## src/tts_pkg.sv

```systemverilog
// Shared types and constants of the two-triangle source time function generator.
`default_nettype none
package tts_pkg;

  localparam int QW  = 32;  // quotient width of the shared divider
  localparam int DW  = 48;  // divisor and remainder width of the shared divider
  localparam int SHW = 17;  // shape sample width, Q1.16
  localparam int LW  = 7;   // run length width

  localparam logic [31:0] ONE_Q16      = 32'd65536;
  localparam logic [31:0] TWO_Q16      = 32'd131072;
  localparam logic [15:0] BETA_DEEP    = 16'd13107;
  localparam logic [15:0] BETA_SHALLOW = 16'd32768;
  localparam logic [14:0] BETA_RANGE   = 15'd19661;
  localparam logic [23:0] DEPTH_LOW    = 24'd262144;
  localparam logic [23:0] DEPTH_HIGH   = 24'd393216;

  typedef enum logic [1:0] {
    CFG_MIN_SLIP,
    CFG_RISE_TIME,
    CFG_SAMPLE_INTERVAL,
    CFG_SAMPLE_COUNT
  } cfg_idx_t;

  typedef struct packed {
    logic done;
    logic ovf;
  } div_stat_t;

endpackage
`default_nettype wire

```

## src/tts_div.sv

```systemverilog
// Restoring divider, one quotient bit per cycle, with overflow flag.
`default_nettype none
module tts_div #(
  parameter int DW = 48
) (
  input  wire logic                      clk,
  input  wire logic                      rst_n,
  input  wire logic                      start,
  input  wire logic [DW+tts_pkg::QW-1:0] num,
  input  wire logic [DW-1:0]             den,
  output logic [tts_pkg::QW-1:0]         quo,
  output logic [DW-1:0]                  rem,
  output tts_pkg::div_stat_t             stat
);

  localparam int QW = tts_pkg::QW;
  localparam int CW = $clog2(QW + 1);

  logic [DW-1:0] rem_r;
  logic [QW-1:0] low_r;
  logic [DW-1:0] den_r;
  logic [CW-1:0] cnt_r;
  logic          busy_r;
  logic          done_r;
  logic          ovf_r;

  logic [DW:0]   trial;
  logic          ge;
  logic [DW-1:0] rem_nxt;

  assign trial   = {rem_r, low_r[QW-1]};
  assign ge      = trial >= {1'b0, den_r};
  assign rem_nxt = ge ? DW'(trial - {1'b0, den_r}) : trial[DW-1:0];

  always_ff @(posedge clk) begin
    if (!rst_n) begin
      busy_r <= 1'b0;
      done_r <= 1'b0;
    end else begin
      done_r <= 1'b0;
      if (start) begin
        rem_r  <= num[DW+QW-1:QW];
        low_r  <= num[QW-1:0];
        den_r  <= den;
        ovf_r  <= num[DW+QW-1:QW] >= den;
        cnt_r  <= CW'(QW);
        busy_r <= 1'b1;
      end else if (busy_r) begin
        rem_r <= rem_nxt;
        low_r <= {low_r[QW-2:0], ge};
        cnt_r <= cnt_r - 1'b1;
        if (cnt_r == CW'(1)) begin
          busy_r <= 1'b0;
          done_r <= 1'b1;
        end
      end
    end
  end

  assign quo       = low_r;
  assign rem       = rem_r;
  assign stat.done = done_r;
  assign stat.ovf  = ovf_r;

endmodule
`default_nettype wire

```

## config.mk

```make
export PLATFORM = sky130hd
export DESIGN_NAME = tts_div
export DESIGN_NICKNAME = d
export VERILOG_FILES = /design/src/tts_pkg.sv /design/src/tts_div.sv
export SDC_FILE = /design/constraint.sdc
export NUM_CORES = 1
export LEC_CHECK = 0
export BUFFER_PORTS_ARGS = -buffer_cell sky130_fd_sc_hd__buf_4
export CAP_MARGIN = 30
export CORE_MARGIN = 3
export CORE_UTILIZATION = 50
export DETAILED_ROUTE_END_ITERATION = 12
export GPL_ROUTABILITY_DRIVEN = 1
export PLACE_DENSITY = 0.73
export SLEW_MARGIN = 20
export SYNTH_ARGS = -nofsm -noshare
export SYNTH_HDL_FRONTEND = slang
export SYNTH_SLANG_ARGS = --single-unit
export TNS_END_PERCENT = 30
```

## constraint.sdc

```tcl
create_clock -name clk -period 6.7 [get_ports clk]
set_input_delay 1.005 -clock clk [delete_from_list [all_inputs] [get_ports clk]]
set_output_delay 1.005 -clock clk [all_outputs]
set_load 0.05 [all_outputs]
```

==> impl_results.md, run 1 <==
- Synth top area share: 0.408
- First-pass GRT wire length: 40500 um
- Dominant cell type by area after synthesis: edfxtp_1
- Post-synth EDFFs: 135
- # rows: 50
- Post-synthesis async set-or-reset flop share: 0
- Most frequent cells in the layout: 216 x buf_4, 135 x edfxtp_1, 110 x inv_1, 98 x ha_1, 71 x mux2_2
- RD Place Congestion: 0.898
- Clock Latency Late Sink: 0.43 ns
- Yosys cell types: 62
- Share of cells above drive strength 1: 0.288
- Mapped Area: 0.00993 mm2
- Final WS setup: 2.62 ns
- Root buffer cell: clkbuf_16
- Syn Inst Count: 938
- Die X: 147 um
- Dominant synthesized flop cell: edfxtp_1
- Avg Inst Size Synth: 10.6 um2
- Status: completed
- Initial core utilization: 0.521
- Post-CTS Setup Inserts: 0
- I/O pin total: 213
- Tot Pwr: 3.21 mW
- Yosys Warn Count: 0
- CTS Hold Bufs: 0
- ANT nets after route: 0
- CP Capture Type: register
- Seq. cell area: 0.00409 mm2
- Port bufs: 212
- CP Launch Type: register
- Worst Skew: 0.0146 ns
- Design area: 0.0123 mm2
- Half-perimeter wire length after placement: 19300 um
- Net count after synthesis: 1168
- RSZ-0062 raised after global routing: false
- Number of global-route vias before repair: 7974
- Data required, critical path: 6.99 ns
- Die Footprint: 0.0216 mm2
- Largest net degree at the start of global routing: 88
- Commonest non-fill, non-tap cell in the layout: buf_4
- Area growth syn-to-layout: 24.2%
- TritonRoute pass-1 iters: 5
- Clock slew seen by the registers of the worst setup and hold paths: 0.07 ns
- Diode count: 0
- Routed Wire Length: 25300 um
- Min cycle time layout: 4.08 ns
- Crit path DAT: 4.37 ns
- Nets@finish: 1369
- Worst vdd ir: 0.198 mV
- #FFs+latches synth: 137
- LEAKAGE: 5.54 nW
- Wire per inst: 17.9 um
- Dpl ws: 2.64 ns
- Slew margin rel.: 0.426
- Placed cell areas: 0.0117 mm2
- PD cells: 260 mW/mm2
- Final hold violation count: 0
- Remaining DRCs: 0
- Sequential area share after synthesis: 0.412
- DR iter-0 viols: 487
- Die height: 147 um
- Via-per-instance ratio: 5.54
- Final setup violation count: 0
- Initial antenna violation count: 0
- Clk sinks: 137
- Total grt overflow: 0
- Post-CTS resize count: 0
- Worst Tran Pin Value: 0.861 ns
- Crit Path Class: register to register
- Vias after detailed routing: 7825
- Clk buf depth: 2
- CTS tree: built
- Core ar.: 0.0191 mm2
- Critical-path maximum fanout: 34
- Worst min-delay path class: register to register
- Area of the multi-input gates: 0.00524 mm2
- Crit share post-route: 0.609
- Num CTS Buffers: 17
- Maxcap violations: 0
- Fillers: 1546
- Final setup TNS: 0 ns
- Global Route Usage Sum: 0.232
- Synth area leaders: edfxtp_1 41%, ha_1 12%, mux2_2 8.0%
- Pins over their slew limit: 0
- Number of H-tree levels: 4
- Max Clk Rate: 0.245 GHz
==> state kept, by name, summed over array words and instances, names as in the netlist <==
name,flops
den_r,48
quo,32
done_r,1
busy_r,1
cnt_r,6
rem,48
ovf_r,1
==> Yosys cell counts (all sizes together) (2+ instances only) <==
cell type  count
edfxtp       135
inv          110
ha            98
mux2          93
a21oi         70
nand2         47
o21ai         43
nor2          37
xnor2         35
a21o          34
clkbuf        22
nand4         22
mux2i         15
nand3         15
xor2          14
buf           13
nor2b         13
nand2b        11
o21a          10
o21bai        10
nor3           9
a221o          8
and3           8
a31oi          7
nor3b          7
o211ai         7
a21boi         5
a211oi         4
a221oi         3
and2           3
and4           3
nor4           3
o31ai          3
a2111oi        2
a311oi         2
dfxtp          2
o221ai         2
or2            2
==> report_power, final <==
group | leakage, nW | internal [mW] | switching, mW | total [mW]
logic | 3.93 | 0.469 | 0.646 | 1.11
clock network | 0.311 | 0.575 | 0.430 | 1.00
registers | 1.30 | 1.04 | 0.0439 | 1.09
==> through the flow <==
| step | instances | util | hold slack (ns) |
|---|---|---|---|
| final | 1412 | 0.647 | 0.455 |
| after global routing | 1412 | 0.647 | 0.478 |
| after CTS | 1412 | 0.647 | 0.456 |
| after detailed placement | 1380 | 0.614 | 0.446 |
| after global placement | 1380 | 0.613 | 0.435 |
| after floorplan | 938 | - | 0.415 |
==> path summary, 6_finish.rpt <==
check,start,endpoint,slack (ns),depth (start not counted)
worst max-delay path,rem[1],rem[42],2.62,12
worst min register to register,busy_r,done_r,0.46,2
worst min-delay path,busy_r,done_r,0.46,2
worst max register to register,rem[1],rem[42],2.62,12
==> final cells by class <==
| class | instances | area share |
|---|---|---|
| Multi-Input combinational cell | 656 | 0.425 |
| Sequential cell | 137 | 0.332 |
| Inverter | 110 | 0.0335 |
| Tap cell | 260 | 0.0264 |
| Clock buffer | 17 | 0.0345 |
| Timing Repair Buffer | 217 | 0.132 |
| Clock inverter | 15 | 0.0167 |
==> worst max-delay path, stage by stage (launching register included) <==
cell	delay, ns
edfxtp_1	0.42
ha_1	0.40
nand2_1	0.16
o21bai_1	0.22
a31oi_2	0.26
nor2_2	0.12
o31a_1	0.39
o211ai_4	0.29
a21oi_2	0.07
o211ai_4	0.20
buf_4	0.47
nor2b_1	0.68
a221o_1	0.26
==> layer usage <==
metal / vias to the layer above / part of all wire / global-route usage
met4: 0 / 0.025 / 0.0727
li1: 3838 / - / -
met5: - / 0 / 0
met3: 37 / 0.085 / 0.0669
met1: 3661 / 0.43 / 0.302
met2: 289 / 0.46 / 0.378
==> kinds of logic after synthesis <==
family,count (synthesis),share of synthesized area
AO/OA/AOI/OAI,217,0.144
XOR/XNOR,49,0.0432
adder cells (fa/ha/maj),99,0.125
buffers and inverters,145,0.0610
flip-flops,137,0.412
multiplexers,108,0.121
AND/OR/NAND/NOR,183,0.0937
Note: power is estimated with default switching activity, not from simulation.
==> run 2: changes to the inputs <==
Clock period 6.7 ns to 4.2 ns, I/O delays scaled along.
==> impl_results.md, run 2 (synthesis gave the netlist of run 1 again) <==
- Worst vdd ir: 0.262 mV (+33%)
- CTS tree: built
- Num CTS Buffers: 17 (unchanged)
- DR iter-0 viols: 456 (-6.4%)
- Worst min-delay path class: input port to register
- Sw Ratio: 0.360 (+0.0113)
- Maxcap violations: 0 (unchanged)
- Critical-path maximum fanout: 4 (-88%)
- Most frequent cells in the layout: 218 x buf_4, 135 x edfxtp_1, 110 x inv_1, 98 x ha_1, 71 x mux2_2
- Number of global-route vias before repair: 7927 (-0.59%)
- Vias after detailed routing: 7866 (+0.52%)
- Psw: 1.82 mW (+62%)
- Min cycle time layout: 3.73 ns (-0.349 ns)
- # rows: 50 (unchanged)
- WHS: 0.374 ns (-0.0811 ns)
- Max Clk Rate: 0.268 GHz (+9.4%)
- Pins over their slew limit: 0 (unchanged)
- Nets@finish: 1372 (+0.22%)
- Initial core utilization: 0.521 (unchanged)
- Clock slew seen by the registers of the worst setup and hold paths: 0.08 ns (about the same)
- Post-CTS resize count: 0 (unchanged)
- Commonest non-fill, non-tap cell in the layout: buf_4
- Worst Skew: 0.0147 ns (+0.0000757 ns)
- R2R depth: 14 (+2)
- Final setup violation count: 0 (unchanged)
- Total grt overflow: 0 (unchanged)
- Largest net degree at the start of global routing: 57 (-35%)
- PD cells: 408 mW/mm2 (+57%)
- Via-per-instance ratio: 5.56 (+0.31%)
- Port bufs: 212 (unchanged)
- Clock network power share: 0.303 (-0.010)
- Core ar.: 0.0191 mm2 (unchanged)
- Status: completed
- Routed Wire Length: 25100 um (-0.78%)
- CTS Hold Bufs: 0 (unchanged)
- LEAKAGE: 5.54 nW (about the same)
- Root buffer cell: clkbuf_16
- Hold path cells: 1 (-1)
- P_int: 3.22 mW (+54%)
- Comb pwr share: 0.353 (+0.005)
- Crit share post-route: 0.889 (+0.279)
- Crit Path Class: register to register
- Die Footprint: 0.0216 mm2 (unchanged)
- Die X: 147 um (unchanged)
- Initial antenna violation count: 0 (unchanged)
- Number of H-tree levels: 4 (unchanged)
- Remaining DRCs: 0 (unchanged)
- Clk sinks: 137 (unchanged)
- Final hold violation count: 0 (unchanged)
- Final WS setup: 0.468 ns (-2.15 ns)
- Flop pwr share: 0.344 (+0.005)
- Clk buf depth: 2 (unchanged)
- Share of cells above drive strength 1: 0.290 (+0.00185)
- Slew margin rel.: 0.501 (+0.0744)
- Post-CTS Setup Inserts: 0 (unchanged)
- Final setup TNS: 0 ns (unchanged)
- Diode count: 0 (unchanged)
- Crit path DAT: 3.91 ns (-0.46 ns)
- Wire per inst: 17.8 um (-0.99%)
- Clock Latency Late Sink: 0.44 ns (about the same)
- First-pass GRT wire length: 40400 um (-0.24%)
- RD Place Congestion: 0.897 (-0.13%)
- Half-perimeter wire length after placement: 19500 um (+0.96%)
- ANT nets after route: 0 (unchanged)
- CP Launch Type: register
- Area growth syn-to-layout: 24.3% (about the same)
- I/O pin total: 213 (unchanged)
- CP Capture Type: register
- Dpl ws: 0.517 ns (-2.12 ns)
- TritonRoute pass-1 iters: 5 (unchanged)
- RSZ-0062 raised after global routing: false
- Data required, critical path: 4.38 ns (-2.61 ns)
- Global Route Usage Sum: 0.232 (-0.000451)
- Worst Tran Pin Value: 0.749 ns (-0.112 ns)
- Die height: 147 um (unchanged)
## run 2: cell types whose count changed in the layout (fill, tap and decap cells not counted), sizes merged
cell and change:
buf +3, bufinv -2, clkinv -2, clkinvlp +1, inv +3
## run 2: final timing paths
path	end	from	slack [ns]
max	rem[46]	quo[31]	0.47
min	den_r[13]	den[13]	0.37
max reg2reg	rem[46]	quo[31]	0.47
min reg2reg	done_r	busy_r	0.45
## run 2: metal layers
layer  part of all wire  vias up  wire length (um)  GRT usage
li1                   -     3858                 -          -
met2               0.47      241             11900      0.384
met1               0.43     3729             10800      0.296
met5                  0        -                 0          0
met4              0.018        0               456     0.0610
met3              0.080       38              2000     0.0725
## run 2: final cells by class
class                      count  area [um2]
clock inverter                15         170
timing repair buffer         220        1680
multi-input combinational    656        5240
fill                        1604        6740
sequential                   137        4090
inverter                     110         413
clock buffer                  17         425
tap                          260         325
## run 2: power by group through the flow
stage / Sequential, mW / Combinational, mW / Clock, mW
2_1_floorplan: 2.00 / 1.05 / 0
3_3_place_gp: 1.76 / 1.75 / 0
3_5_place_dp: 1.76 / 1.77 / 0
4_1_cts: 1.74 / 1.78 / 1.55
5_1_grt: 1.75 / 1.94 / 1.60
6_report: 1.74 / 1.78 / 1.52
## run 2: through the flow
| stage | area (um2) | utilization | power, mW | cells |
|---|---|---|---|---|
| 3_3_place_gp | 11800 | 0.616 | 3.51 | 1383 |
| 3_5_place_dp | 11800 | 0.616 | 3.53 | 1383 |
| 6_report | 12300 | 0.647 | 5.04 | 1415 |
| 4_1_cts | 12300 | 0.647 | 5.06 | 1415 |
| 5_1_grt | 12300 | 0.647 | 5.30 | 1415 |
| 2_1_floorplan | 9930 | - | 3.05 | 938 |
## run 2: critical path: stages (launching register included)
cell	delay, ns
edfxtp_1	0.38
inv_1	0.10
ha_1	0.18
inv_1	0.06
fa_1	0.41
a211oi_1	0.32
o211ai_1	0.20
nand2_1	0.15
a21oi_1	0.18
a221oi_1	0.33
o21ai_1	0.16
a221oi_1	0.41
o21ai_0	0.16
xor2_1	0.16
a221o_1	0.29
